==> src/hw/rtl/sts_pkg.sv <==
// Shared types, token codes, character constants and keyword table of the SQL token scanner.
`default_nettype none

package sts_pkg;

  localparam int unsigned OFFSET_WIDTH_DEF  = 16;
  localparam int unsigned KEYWORD_CHARS_DEF = 8;

  // Token queue: power-of-two depth, at most MAX_TOKENS pushed per transfer.
  localparam int unsigned TOKQ_DEPTH = 8;
  localparam int unsigned MAX_TOKENS = 3;
  localparam int unsigned NUM_CAND   = 4;

  localparam int unsigned NUM_KW     = 22;
  localparam int unsigned KW_MAX_LEN = 8;

  typedef enum logic [2:0] {
    MODE_IDLE,
    MODE_WORD,
    MODE_NUMBER,
    MODE_STRING,
    MODE_HELD
  } scan_mode_e;

  typedef struct packed {
    logic [5:0]  kind;
    logic [15:0] start;
    logic [15:0] length;
    logic        last;
  } token_t;

  // Token kinds
  localparam logic [5:0] K_END     = 6'd0;
  localparam logic [5:0] K_ILLEGAL = 6'd1;
  localparam logic [5:0] K_IDENT   = 6'd2;
  localparam logic [5:0] K_INT     = 6'd3;
  localparam logic [5:0] K_FLOAT   = 6'd4;
  localparam logic [5:0] K_STRING  = 6'd5;
  localparam logic [5:0] K_COMMA   = 6'd6;
  localparam logic [5:0] K_STAR    = 6'd7;
  localparam logic [5:0] K_LPAREN  = 6'd8;
  localparam logic [5:0] K_RPAREN  = 6'd9;
  localparam logic [5:0] K_PLUS    = 6'd10;
  localparam logic [5:0] K_MINUS   = 6'd11;
  localparam logic [5:0] K_SEMI    = 6'd12;
  localparam logic [5:0] K_EQUAL   = 6'd13;
  localparam logic [5:0] K_NOTEQ   = 6'd14;
  localparam logic [5:0] K_LE      = 6'd15;
  localparam logic [5:0] K_GE      = 6'd16;
  localparam logic [5:0] K_ASSIGN  = 6'd17;
  localparam logic [5:0] K_DOT     = 6'd18;
  localparam logic [5:0] K_SLASH   = 6'd19;
  localparam logic [5:0] K_PERCENT = 6'd20;
  localparam logic [5:0] K_KW0     = 6'd21;

  // Character codes
  localparam logic [7:0] CH_QUOTE   = 8'h27;
  localparam logic [7:0] CH_BSLASH  = 8'h5C;
  localparam logic [7:0] CH_DOT     = 8'h2E;
  localparam logic [7:0] CH_UNDER   = 8'h5F;
  localparam logic [7:0] CH_EQ      = 8'h3D;
  localparam logic [7:0] CH_BANG    = 8'h21;
  localparam logic [7:0] CH_LT      = 8'h3C;
  localparam logic [7:0] CH_GT      = 8'h3E;
  localparam logic [7:0] CH_COMMA   = 8'h2C;
  localparam logic [7:0] CH_STAR    = 8'h2A;
  localparam logic [7:0] CH_LPAREN  = 8'h28;
  localparam logic [7:0] CH_RPAREN  = 8'h29;
  localparam logic [7:0] CH_PLUS    = 8'h2B;
  localparam logic [7:0] CH_MINUS   = 8'h2D;
  localparam logic [7:0] CH_SEMI    = 8'h3B;
  localparam logic [7:0] CH_SLASH   = 8'h2F;
  localparam logic [7:0] CH_PERCENT = 8'h25;

  // Keyword text, right-justified as string literals, in kind order.
  localparam logic [63:0] KW_RAW [NUM_KW] = '{
    "create", "table", "insert", "into", "delete", "drop", "select", "from",
    "where", "and", "or", "not", "in", "is", "null", "if",
    "exists", "true", "false", "between", "distinct", "all"
  };

  localparam logic [3:0] KW_LEN [NUM_KW] = '{
    4'd6, 4'd5, 4'd6, 4'd4, 4'd6, 4'd4, 4'd6, 4'd4,
    4'd5, 4'd3, 4'd2, 4'd3, 4'd2, 4'd2, 4'd4, 4'd2,
    4'd6, 4'd4, 4'd5, 4'd7, 4'd8, 4'd3
  };

  // Keyword with its first character in the lowest byte, zero padded.
  function automatic logic [63:0] kw_aligned(int k);
    logic [63:0] r;
    int          l;
    r = '0;
    l = int'(KW_LEN[k]);
    for (int j = 0; j < KW_MAX_LEN; j++) begin
      if (j < l) r[8*j +: 8] = KW_RAW[k][8*(l-1-j) +: 8];
    end
    return r;
  endfunction

  function automatic logic is_digit(logic [7:0] c);
    return (c >= 8'h30) && (c <= 8'h39);
  endfunction

  function automatic logic is_alpha(logic [7:0] c);
    return ((c >= 8'h61) && (c <= 8'h7A)) || ((c >= 8'h41) && (c <= 8'h5A));
  endfunction

  function automatic logic is_space(logic [7:0] c);
    return (c == 8'h20) || ((c >= 8'h09) && (c <= 8'h0D));
  endfunction

  function automatic logic [7:0] to_lower(logic [7:0] c);
    return ((c >= 8'h41) && (c <= 8'h5A)) ? c + 8'h20 : c;
  endfunction

  function automatic logic [15:0] sat_inc(logic [15:0] v);
    return (v == 16'hFFFF) ? v : v + 16'd1;
  endfunction

  function automatic logic [5:0] single_kind(logic [7:0] c);
    logic [5:0] k;
    unique case (c)
      CH_COMMA:   k = K_COMMA;
      CH_STAR:    k = K_STAR;
      CH_LPAREN:  k = K_LPAREN;
      CH_RPAREN:  k = K_RPAREN;
      CH_PLUS:    k = K_PLUS;
      CH_MINUS:   k = K_MINUS;
      CH_SEMI:    k = K_SEMI;
      CH_EQ:      k = K_ASSIGN;
      CH_DOT:     k = K_DOT;
      CH_SLASH:   k = K_SLASH;
      CH_PERCENT: k = K_PERCENT;
      default:    k = K_ILLEGAL;
    endcase
    return k;
  endfunction

  // Two-character operator kind, K_END when the pair is no operator.
  function automatic logic [5:0] pair_kind(logic [7:0] a, logic [7:0] b);
    logic [5:0] k;
    priority if (a == CH_EQ && b == CH_EQ)     k = K_EQUAL;
    else if (a == CH_BANG && b == CH_EQ)       k = K_NOTEQ;
    else if (a == CH_LT && b == CH_GT)         k = K_NOTEQ;
    else if (a == CH_LT && b == CH_EQ)         k = K_LE;
    else if (a == CH_GT && b == CH_EQ)         k = K_GE;
    else                                       k = K_END;
    return k;
  endfunction

endpackage

`default_nettype wire

==> src/hw/rtl/sts_kw_match.sv <==
// Parallel compare of a folded word against the keyword table.
`default_nettype none

module sts_kw_match #(
  parameter int unsigned KEYWORD_CHARS = sts_pkg::KEYWORD_CHARS_DEF
) (
  input  logic [KEYWORD_CHARS-1:0][7:0] word_i,
  input  logic [15:0]                   len_i,
  output logic [5:0]                    kind_o
);
  import sts_pkg::*;

  logic [NUM_KW-1:0] hit;

  for (genvar k = 0; k < NUM_KW; k++) begin : g_kw
    localparam logic [63:0] KwText = kw_aligned(k);
    // Bytes past the word length are zero, so the padded text compares whole.
    assign hit[k] = (len_i == 16'(KW_LEN[k])) && (word_i[KW_MAX_LEN-1:0] == KwText);
  end

  always_comb begin
    kind_o = K_IDENT;
    for (int k = NUM_KW - 1; k >= 0; k--) begin
      if (hit[k]) kind_o = K_KW0 + 6'(k);
    end
  end

endmodule

`default_nettype wire

==> src/hw/rtl/sts_scan_core.sv <==
// Scanner state and per-byte token decision, up to four candidate tokens per transfer.
`default_nettype none

module sts_scan_core #(
  parameter int unsigned OFFSET_WIDTH  = sts_pkg::OFFSET_WIDTH_DEF,
  parameter int unsigned KEYWORD_CHARS = sts_pkg::KEYWORD_CHARS_DEF
) (
  input  logic                   clk_i,
  input  logic                   rst_ni,
  input  logic                   accept_i,
  input  logic [7:0]             char_i,
  input  logic                   last_i,
  output sts_pkg::token_t        tok_o [sts_pkg::NUM_CAND],
  output logic [sts_pkg::NUM_CAND-1:0] tok_valid_o
);
  import sts_pkg::*;

  localparam logic [OFFSET_WIDTH-1:0] OffOne = OFFSET_WIDTH'(1);

  scan_mode_e                    mode_q, mode_s, mode_d;
  logic [7:0]                    held_q, held_s;
  logic [KEYWORD_CHARS-1:0][7:0] wbuf_q, wbuf_s;
  logic [15:0]                   len_q, len_s;
  logic [1:0]                    dots_q, dots_s;
  logic [OFFSET_WIDTH-1:0]       start_q, start_s;
  logic [OFFSET_WIDTH-1:0]       off_q, off_d, off_inc;
  logic                          bs_q, bs_s, bs_d;

  logic [5:0] kw_cur, kw_nxt;
  logic       do_start;
  token_t     flush_cur, flush_nxt;

  // Tokens of the byte itself and tokens of the end of text.
  token_t     step_tok [2];
  logic [1:0] step_valid;
  token_t     end_tok  [2];
  logic [1:0] end_valid;

  sts_kw_match #(.KEYWORD_CHARS(KEYWORD_CHARS)) u_kw_cur (
    .word_i(wbuf_q), .len_i(len_q), .kind_o(kw_cur)
  );

  sts_kw_match #(.KEYWORD_CHARS(KEYWORD_CHARS)) u_kw_nxt (
    .word_i(wbuf_s), .len_i(len_s), .kind_o(kw_nxt)
  );

  function automatic token_t flush_tok(scan_mode_e m, logic [7:0] h, logic [5:0] kwk,
                                       logic [15:0] len, logic [1:0] d,
                                       logic [OFFSET_WIDTH-1:0] st);
    token_t                  t;
    logic [OFFSET_WIDTH-1:0] quote_pos;
    quote_pos = st - OffOne;
    t.kind    = K_ILLEGAL;
    t.start   = 16'(st);
    t.length  = len;
    t.last    = 1'b0;
    unique case (m)
      MODE_WORD:   t.kind = kwk;
      MODE_NUMBER: t.kind = (d == 2'd0) ? K_INT : ((d == 2'd1) ? K_FLOAT : K_ILLEGAL);
      MODE_HELD: begin
        t.kind   = single_kind(h);
        t.length = 16'd1;
      end
      MODE_STRING: begin
        t.start  = 16'(quote_pos);
        t.length = sat_inc(len);
      end
      default: ;
    endcase
    return t;
  endfunction

  assign flush_cur = flush_tok(mode_q, held_q, kw_cur, len_q, dots_q, start_q);
  assign off_inc   = off_q + OffOne;

  // Step on the byte itself.
  always_comb begin
    mode_s   = mode_q;
    held_s   = held_q;
    wbuf_s   = wbuf_q;
    len_s    = len_q;
    dots_s   = dots_q;
    start_s  = start_q;
    bs_s     = bs_q;
    do_start = 1'b0;
    step_valid[0] = 1'b0;
    step_valid[1] = 1'b0;
    step_tok[0] = flush_cur;
    step_tok[1] = '{kind: single_kind(char_i), start: 16'(off_q), length: 16'd1, last: 1'b0};

    unique case (mode_q)
      MODE_WORD: begin
        if (is_alpha(char_i) || is_digit(char_i) || char_i == CH_UNDER) begin
          for (int i = 0; i < KEYWORD_CHARS; i++) begin
            if (len_q == 16'(i)) wbuf_s[i] = to_lower(char_i);
          end
          len_s = sat_inc(len_q);
        end else begin
          step_valid[0] = 1'b1;
          do_start      = 1'b1;
        end
      end
      MODE_NUMBER: begin
        if (is_digit(char_i) || char_i == CH_DOT) begin
          if (char_i == CH_DOT && dots_q != 2'd2) dots_s = dots_q + 2'd1;
          len_s = sat_inc(len_q);
        end else begin
          step_valid[0] = 1'b1;
          do_start      = 1'b1;
        end
      end
      MODE_STRING: begin
        if (char_i == CH_QUOTE && !bs_q) begin
          step_valid[0]      = 1'b1;
          step_tok[0].kind   = K_STRING;
          step_tok[0].start  = 16'(start_q);
          step_tok[0].length = len_q;
          mode_s = MODE_IDLE;
        end else begin
          len_s = sat_inc(len_q);
          bs_s  = (char_i == CH_BSLASH);
        end
      end
      MODE_HELD: begin
        step_valid[0] = 1'b1;
        if (pair_kind(held_q, char_i) != K_END) begin
          step_tok[0].kind   = pair_kind(held_q, char_i);
          step_tok[0].length = 16'd2;
          mode_s = MODE_IDLE;
        end else begin
          do_start = 1'b1;
        end
      end
      default: do_start = 1'b1;
    endcase

    if (do_start) begin
      mode_s = MODE_IDLE;
      priority if (is_space(char_i)) begin
        mode_s = MODE_IDLE;
      end else if (is_digit(char_i)) begin
        mode_s  = MODE_NUMBER;
        start_s = off_q;
        len_s   = 16'd1;
        dots_s  = 2'd0;
      end else if (is_alpha(char_i)) begin
        wbuf_s    = '0;
        wbuf_s[0] = to_lower(char_i);
        mode_s    = MODE_WORD;
        start_s   = off_q;
        len_s     = 16'd1;
      end else if (char_i == CH_QUOTE) begin
        mode_s  = MODE_STRING;
        start_s = off_inc;
        len_s   = 16'd0;
        bs_s    = 1'b0;
      end else if (char_i == CH_EQ || char_i == CH_BANG || char_i == CH_LT ||
                   char_i == CH_GT) begin
        mode_s  = MODE_HELD;
        held_s  = char_i;
        start_s = off_q;
      end else begin
        step_valid[1] = 1'b1;
      end
    end
  end

  assign flush_nxt = flush_tok(mode_s, held_s, kw_nxt, len_s, dots_s, start_s);

  // End of text: flush what the byte left open, then close with the end token.
  always_comb begin
    mode_d = mode_s;
    off_d  = off_inc;
    bs_d   = bs_s;
    end_valid[0] = 1'b0;
    end_valid[1] = 1'b0;
    end_tok[0] = flush_nxt;
    end_tok[1] = '{kind: K_END, start: 16'(off_inc), length: 16'd0, last: 1'b1};
    if (last_i) begin
      end_valid[0] = (mode_s != MODE_IDLE);
      end_valid[1] = 1'b1;
      mode_d = MODE_IDLE;
      off_d  = '0;
      bs_d   = 1'b0;
    end
  end

  assign tok_o[0]    = step_tok[0];
  assign tok_o[1]    = step_tok[1];
  assign tok_o[2]    = end_tok[0];
  assign tok_o[3]    = end_tok[1];
  assign tok_valid_o = {end_valid, step_valid};

  always_ff @(posedge clk_i or negedge rst_ni) begin
    if (!rst_ni) begin
      mode_q  <= MODE_IDLE;
      held_q  <= '0;
      wbuf_q  <= '0;
      len_q   <= '0;
      dots_q  <= '0;
      start_q <= '0;
      off_q   <= '0;
      bs_q    <= 1'b0;
    end else if (accept_i) begin
      mode_q  <= mode_d;
      held_q  <= held_s;
      wbuf_q  <= wbuf_s;
      len_q   <= len_s;
      dots_q  <= dots_s;
      start_q <= start_s;
      off_q   <= off_d;
      bs_q    <= bs_d;
    end
  end

  a_end_resets: assert property (@(posedge clk_i) disable iff (!rst_ni)
    accept_i && last_i |=> mode_q == MODE_IDLE && off_q == '0)
    else $error("scanner not idle after end of text");

  a_max_tokens: assert property (@(posedge clk_i) disable iff (!rst_ni)
    accept_i |-> $countones(tok_valid_o) <= MAX_TOKENS)
    else $error("more tokens than the queue reserves");

  a_offset_step: assert property (@(posedge clk_i) disable iff (!rst_ni)
    accept_i && !last_i |=> off_q == $past(off_q) + OffOne)
    else $error("byte offset did not advance");

endmodule

`default_nettype wire

==> src/hw/rtl/sts_tok_fifo.sv <==
// Token queue: up to three tokens in per push, one out per cycle while ready.
`default_nettype none

module sts_tok_fifo (
  input  logic                          clk_i,
  input  logic                          rst_ni,
  input  logic                          push_i,
  input  sts_pkg::token_t               tok_i [sts_pkg::NUM_CAND],
  input  logic [sts_pkg::NUM_CAND-1:0]  tok_valid_i,
  output logic                          room_o,
  output logic                          out_valid_o,
  input  logic                          out_ready_i,
  output sts_pkg::token_t               out_tok_o
);
  import sts_pkg::*;

  localparam int unsigned PtrW = $clog2(TOKQ_DEPTH);
  localparam int unsigned CntW = $clog2(TOKQ_DEPTH + 1);

  token_t            mem_q [TOKQ_DEPTH];
  logic [PtrW-1:0]   wr_q, wr_d, rd_q, rd_d;
  logic [CntW-1:0]   cnt_q, cnt_d;
  logic [2:0]        pos   [NUM_CAND];
  logic [2:0]        n_push;
  logic              pop;

  always_comb begin
    n_push = 3'd0;
    for (int i = 0; i < NUM_CAND; i++) begin
      pos[i] = n_push;
      if (push_i && tok_valid_i[i]) n_push = n_push + 3'd1;
    end
  end

  assign pop         = out_valid_o && out_ready_i;
  assign out_valid_o = (cnt_q != '0);
  assign out_tok_o   = mem_q[rd_q];
  assign room_o      = (cnt_q <= CntW'(TOKQ_DEPTH - MAX_TOKENS));

  assign wr_d  = wr_q + PtrW'(n_push);
  assign rd_d  = rd_q + PtrW'(pop);
  assign cnt_d = cnt_q + CntW'(n_push) - CntW'(pop);

  always_ff @(posedge clk_i) begin
    for (int i = 0; i < NUM_CAND; i++) begin
      if (push_i && tok_valid_i[i]) mem_q[wr_q + PtrW'(pos[i])] <= tok_i[i];
    end
  end

  always_ff @(posedge clk_i or negedge rst_ni) begin
    if (!rst_ni) begin
      wr_q  <= '0;
      rd_q  <= '0;
      cnt_q <= '0;
    end else begin
      wr_q  <= wr_d;
      rd_q  <= rd_d;
      cnt_q <= cnt_d;
    end
  end

  a_no_overflow: assert property (@(posedge clk_i) disable iff (!rst_ni)
    cnt_q <= CntW'(TOKQ_DEPTH))
    else $error("token queue overflow");

  a_push_room: assert property (@(posedge clk_i) disable iff (!rst_ni)
    push_i |-> room_o)
    else $error("push without reserved room");

  a_pop_only: assert property (@(posedge clk_i) disable iff (!rst_ni)
    pop && n_push == 3'd0 |=> cnt_q == $past(cnt_q) - CntW'(1))
    else $error("queue count off after pop");

endmodule

`default_nettype wire

==> src/hw/rtl/sql_token_scanner_top.sv <==
// Top level of the SQL token scanner: byte stream in, token stream out.
//
// Slave stream: one text byte per transfer in s_axis_tdata[7:0]; s_axis_tlast
// marks the last byte of a statement. Master stream: one token per transfer,
// m_axis_tdata = {pad, length, start, kind}, m_axis_tlast on the end token.
// A byte yields zero to three tokens (a flushed run, a one-byte symbol, the
// end token). Tokens of a byte are written to an 8-entry queue at the edge
// that takes the byte and are handed out in order; the master side sends
// one token per cycle while m_axis_tready is high. Throughput is one byte
// per cycle while s_axis_tready is high, that is while the queue has room
// for three more tokens; a slow receiver stalls the input once fewer are free.
// Reset clears the scanner to idle with offset zero and empties the queue.
// After an end token the offset restarts at zero for the next statement.
`default_nettype none

module sql_token_scanner_top #(
  parameter int unsigned OFFSET_WIDTH  = sts_pkg::OFFSET_WIDTH_DEF,
  parameter int unsigned KEYWORD_CHARS = sts_pkg::KEYWORD_CHARS_DEF
) (
  input  logic        clk_i,
  input  logic        rst_ni,
  input  logic        s_axis_tvalid,
  output logic        s_axis_tready,
  input  logic [7:0]  s_axis_tdata,   // [7:0] char_code
  input  logic        s_axis_tlast,   // end_of_text
  output logic        m_axis_tvalid,
  input  logic        m_axis_tready,
  output logic [39:0] m_axis_tdata,   // [5:0] token_kind, [21:6] token_start,
                                      // [37:22] token_length, [39:38] zero
  output logic        m_axis_tlast    // last_token
);
  import sts_pkg::*;

  logic                accept;
  logic                room;
  token_t              cand     [NUM_CAND];
  logic [NUM_CAND-1:0] cand_valid;
  token_t              out_tok;

  assign s_axis_tready = room;
  assign accept        = s_axis_tvalid && room;

  sts_scan_core #(
    .OFFSET_WIDTH (OFFSET_WIDTH),
    .KEYWORD_CHARS(KEYWORD_CHARS)
  ) u_core (
    .clk_i      (clk_i),
    .rst_ni     (rst_ni),
    .accept_i   (accept),
    .char_i     (s_axis_tdata),
    .last_i     (s_axis_tlast),
    .tok_o      (cand),
    .tok_valid_o(cand_valid)
  );

  sts_tok_fifo u_fifo (
    .clk_i      (clk_i),
    .rst_ni     (rst_ni),
    .push_i     (accept),
    .tok_i      (cand),
    .tok_valid_i(cand_valid),
    .room_o     (room),
    .out_valid_o(m_axis_tvalid),
    .out_ready_i(m_axis_tready),
    .out_tok_o  (out_tok)
  );

  assign m_axis_tdata = {2'b00, out_tok.length, out_tok.start, out_tok.kind};
  assign m_axis_tlast = out_tok.last;

endmodule

`default_nettype wire
==> config.mk <==
export PLATFORM = sky130hd
export DESIGN_NAME = sql_token_scanner_top
export DESIGN_NICKNAME = d
export VERILOG_FILES = /design/src/hw/rtl/sts_pkg.sv /design/src/hw/rtl/sts_kw_match.sv /design/src/hw/rtl/sts_scan_core.sv /design/src/hw/rtl/sts_tok_fifo.sv /design/src/hw/rtl/sql_token_scanner_top.sv
export SDC_FILE = /design/constraint.sdc
export NUM_CORES = 2
export LEC_CHECK = 0
export ABC_AREA = 0
export ABC_CLOCK_PERIOD_IN_PS = 5900
export BUFFER_PORTS_ARGS = -buffer_cell sky130_fd_sc_hd__buf_2
export CAP_MARGIN = 20
export CORE_MARGIN = 2
export CORE_UTILIZATION = 50
export CTS_BUF_LIST = sky130_fd_sc_hd__clkbuf_8
export DETAILED_ROUTE_END_ITERATION = 12
export HOLD_SLACK_MARGIN = 0.1
export PLACE_DENSITY_LB_ADDON = 0.3
export SYNTH_ARGS = -nofsm -noshare
export SYNTH_HDL_FRONTEND = slang
export SYNTH_SLANG_ARGS = --single-unit
==> constraint.sdc <==
create_clock -name clk_i -period 5.9 [get_ports clk_i]
set_input_delay 0.885 -clock clk_i [delete_from_list [all_inputs] [get_ports clk_i]]
set_output_delay 0.885 -clock clk_i [all_outputs]
set_load 0.1 [all_outputs]
# Word-level counts from Yosys, hierarchy flattened
# Memory sizes are Yosys's and may differ from the RTL's.
# Cells that the tools add are included.
[classes] add_sub_neg=17 n_lt_le_gt_ge=9 eq_ne=115 mux=160 reduce_logical=77
[ops] operator="== test 64 x 31 -> 1 bit (second input constant)" count=10
[ops] operator="== test 64 x 47 -> 1 bit (second input constant)" count=10
[ops] operator="== test 64 x 15 -> 1 bit (second input constant)" count=8
[ops] operator="== test 64 x 23 -> 1 bit (second input constant)" count=6
[ops] operator="== test 64 x 39 -> 1 bit (second input constant)" count=6
[ops] operator="2-to-1 mux 64 bit" count=6
[ops] operator="2-to-1 mux 16 bit" count=21
[ops] operator="== test 8 x 6 -> 1 bit (second input constant)" count=41
[ops] operator="2-to-1 mux 6 bit" count=51
[ops] operator="one-hot mux 5 bit (11 select lines)" count=3
[ops] operator="== test 16 x 3 -> 1 bit (second input constant)" count=8
[ops] operator="== test 64 x 55 -> 1 bit (second input constant)" count=2
[ops] operator="== test 64 x 63 -> 1 bit (second input constant)" count=2
[ops] operator="2-to-1 mux 8 bit" count=15
[ops] operator="one-hot mux 16 bit (2 select lines)" count=3
[ops] operator="== test 16 x 2 -> 1 bit (second input constant)" count=4
[ops] operator="logical AND 1 bit" count=61
[ops] operator="adder 16 x 1 -> 16 bit (second input constant)" count=3
[ops] operator="one-hot mux 16 bit (3 select lines)" count=1
[ops] operator="2-to-1 mux 3 bit" count=15
[ops] operator="2-to-1 mux 39 bit" count=1
[ops] operator="OR reduction 39 bit" count=1
[ops] operator="2-to-1 mux 38 bit" count=1
[ops] operator="one-hot mux 6 bit (3 select lines)" count=2
[ops] operator="38 further kinds" count=97
[word_totals] reg_bits=136 ramBits=312 out_inout_bits=43 n_memories=1
[memory_table] memory="u_fifo.mem_q" words=8 word_bits=39 read_ports=1 rd_ports_with_merged_regs=0 write_ports=3 line_no="sts_tok_fifo.sv:20" text="token_t mem_q [TOKQ_DEPTH];"

# Depth between registers and ports, before layout
[depth] ltp_word=38 ltp_mapped=25 depth_no_buf=22

# Modules after synthesis
# A second synthesis with hierarchy kept.
[hier_totals] hier_cells=4011 hier_area_um2=37806.3
[by_module_without_submodules] mod="sts_tok_fifo" instances=1 cells_each=2226 area_per_inst_um2=24553.5 seq_area_each_um2=9619.2
[by_module_without_submodules] mod="sts_scan_core" instances=1 cells_each=1351 area_per_inst_um2=10274.9 seq_area_each_um2=3153.0
[by_module_without_submodules] mod="sts_kw_match" instances=2 cells_each=215 area_per_inst_um2=1476.4 seq_area_each_um2=0.0
[by_module_without_submodules] mod="sql_token_scanner_top" instances=1 cells_each=4 area_per_inst_um2=25.0 seq_area_each_um2=0.0

# Worst setup path after synthesis
# No wires, ideal clock.
[synth_timing] path_type="input -> register" startpoint="input s_axis_tdata[6]" endpoint="memory u_fifo.mem_q[4][17] (netlist bit) (enable)" t_arrival_ps=5755 path_slack_ps=-271 stages=21 n_path_buf=4 cell_sequence="buf_2 -> inv_1 -> ha_1 -> nor2b_1 -> a311o_1 -> a21oi_1 -> o211ai_2 -> a21o_1 -> nor2_1 -> o31ai_4 -> clkbuf_1 -> xnor2_1 -> ha_1 -> inv_1 -> fa_1 -> xor2_1 -> xor2_1 -> nand3_1 -> clkbuf_1 -> clkbuf_1 -> nand3_1"
[synth_rtl] item="start: declaration" line_no="sql_token_scanner_top.sv:24" text="input logic [7:0] s_axis_tdata,"
[synth_rtl] item="end: declaration" line_no="sts_tok_fifo.sv:20"

==> reports/qor.txt <==
Status - complete, no violations
Fmax - 174.6 MHz
Synth top area share - 12.10%
Antenna Nets Post-Route - 0
Pwr/cell area - 424.5 nW/um2
Root buf cell - clkbuf_8
Chip width - 256.0 um
Cts hold-fix bufs - 0
Drt wl/cell - 27.01 um
Startpoint Class - flip-flop
CTS max path bufs - 3
TritonCTS Sinks - 448
Post-CTS setup buffer count - 0
Kind of end point of the critical path - flip-flop
Final setup vio count - 0
EDFF count, synth - 128
Post-synth top cells - nor2_1 (505), nand2_1 (494), a21oi_1 (322)
# IOs - 56
Post-synthesis cell count - 3917
CTS tree - yes
Post-synthesis average cell area - 8.107 um2
# fillers - 5792
RSZ-0062 raised after global routing - no
Crit path DAT - 6.35 ns
Area of the core - 62970 um2
CP required - 6.53 ns
Initial DRC count - 4585
Port-buffer cells - 53
Pins Over Slew Limit - 0
Layout Skew - 0.07414 ns
Vias in the first global route - 30920
Total track usage - 39.53%
DR vias - 33150
Initial antenna violation count - 3
Slew margin rel. - 21.48%
CTS H-tree lvls - 3
Placement Setup Slack - -0.2224 ns
First-pass GRT wire length - 197900 um
GRT overflow - 0
Tcrit/Tclk final - 97.07%
Site Rows - 92
Area contributors post-synth - edfxtp_1 (12%), dfxtp_1 (12%), dfrtp_1 (11%), nor2_1 (6.0%), nand2_1 (5.8%)
DP Wirelength - 96140 um
Full die area - 65540 um2
Cts repair resizes - 0
Die height - 256.0 um
Critical-path cell list - or4b_2, o22ai_1, nand4_1, o211ai_2, a21o_1, buf_4, nor2_1, a2bb2oi_1, buf_4, inv_1, ha_1, nand2_1, a31oi_1, a21o_1, and3_1, or4b_1, nor4_2, a311oi_1, and4_1, a211oi_2
Final std cells w/o fill - 4898
Yosys warnings - 0
Vias/cell - 6.767
Register area share after synthesis - 34.42%
Worst-path clk slew - 0.08 ns
Minimum clock period - 5.727 ns
Cell taking the most area after synthesis - edfxtp_1
Number of CTS-inserted buffers - 82
Worst-Margin Slew - 1.162 ns
Final wirelength - 132300 um
Drt pass-1 iters - 8
Clock insertion delay at the later pin of the skew report - 0.74 ns
CP top delay family - simple AND/OR/NAND/NOR gates
GP Congestion - 1.041
WP buf/inv - 3
Critical setup path kind - flip-flop to flip-flop
Max-Cap Viols - 0
Ys async rst share - 30.36%
Final worst setup slack - 0.1730 ns
Layout area overhead - 12.55%
Static leakage - 13.59 nW
Fin. Hold Viols - 0
Layout cells sized above 1 - 17.09%
DR DRC count - 0
Dpl cells - 4752
Worst Hold Class - input port to async pin
Final nets - 4038
Max IR drop VDD - 0.3749 mV
Critical path's largest stage delay - 0.69 ns
Initial Util - 50.43%
Area of the mapped netlist - 31760 um2
Worst path slowest cell - or4b_2
Most instantiated library cell after synthesis - nor2_1
Top FF cell, synth - dfxtp_1
#FFs+latches synth - 448
Critical-path maximum fanout - 17
Largest net degree at the start of global routing - 73
Distinct cell type count after synthesis - 118
## cell families after synthesis
group	Yosys count	synth area share (%)
adder cells (fa/ha/maj)	35	1.474
multiplexers	191	9.358
AO/OA/AOI/OAI	1113	22.36
buffers and inverters	351	4.539
AND/OR/NAND/NOR	1712	25.99
XOR/XNOR	66	1.844
flip-flops	448	34.42
other	1	0.01181
## layout make-up
type                       count  area, um2  share of cell area, %
inverter                      42      157.7                 0.4411
sequential                   448      10940                  30.61
clock inverter                44      282.8                 0.7912
timing repair buffer         297       2328                  6.515
tap                          846       1059                  2.962
antenna                        2      5.005                0.01400
clock buffer                 100       1376                  3.851
multi-input combinational   3119      19590                  54.82
## cell usage in the layout, fill, tap and decap left out, types with 25 or more instances in the layout
cell type  count
nor4_1        65
mux2i_1       50
nand4_1       64
nor3_1       110
and3_1        32
o21ai_0      317
or3_1         33
xnor2_1       32
o22ai_1       50
dfrtp_1      133
dfxtp_1      184
xor2_1        33
nand3_1      143
nand2_1      493
nand2b_1      29
a22o_1        37
ha_1          31
buf_4        226
edfxtp_1     128
o211ai_1      30
a21oi_1      322
buf_2         52
o21ai_1       53
inv_1         63
mux4_2        78
clkbuf_8     100
a211oi_1      87
mux2_2        61
nor2b_1       25
nor2_1       498
o2111ai_1     30
## through the flow
stage	instance area, um2	TNS, ns	hold slack, ns	power [mW]	utilization (%)
6_report	35740	0	0.1561	15.17	56.76
3_3_place_gp	34070	-4.761	0.4404	11.85	54.11
2_1_floorplan	31840	0	0.4241	9.796	-
3_5_place_dp	34080	-5.867	0.4427	11.96	54.12
4_1_cts	35740	0	0.1521	15.01	56.75
5_1_grt	35740	0	0.1997	15.80	56.76
## layer usage
metal / up-vias / GRT usage, % / wire length, um / part of all wire, %
li1: 14670 / - / - / -
met1: 15690 / 53.41 / 52250 / 39
met2: 2329 / 59.73 / 57040 / 43
met3: 458 / 7.774 / 14760 / 11
met4: 0 / 21.47 / 8264 / 6.2
met5: - / 0 / 0 / 0
## flip-flops by register name (all words and copies together) (netlist names), 4 cells and up
| register | flops |
|---|---|
| u_fifo.mem_q | 312 |
| u_core.off_q | 16 |
| u_fifo.cnt_q | 4 |
| u_core.len_q | 16 |
| u_core.start_q | 16 |
| u_core.wbuf_q | 64 |
| u_core.held_q | 8 |
## path summary, 6_finish.rpt
check / slack [ns] / endpoint / depth (start not counted) / startpoint
worst min-delay path: 0.16 / u_core.wbuf_q[25] / 1 / rst_ni
max in group asynchronous: 4.55 / u_fifo.rd_q[1] / 2 / rst_ni
min in group clk_i: 0.45 / u_fifo.mem_q[3][0] / 2 / u_fifo.mem_q[3][0]
worst max-delay path: 0.17 / u_fifo.mem_q[4][33] / 20 / u_core.held_q[0]
worst min register to register: 0.45 / u_fifo.mem_q[3][0] / 2 / u_fifo.mem_q[3][0]
worst max register to register: 0.17 / u_fifo.mem_q[4][33] / 20 / u_core.held_q[0]
## power by group
group / internal, mW / switching (mW) / leakage [nW]
logic: 2.41 / 4.96 / 8.14
registers: 4.00 / 0.725 / 4.52
clock network: 1.63 / 1.44 / 0.932
total: 8.04 / 7.13 / 13.6
Power figures use the tool's default switching activity.
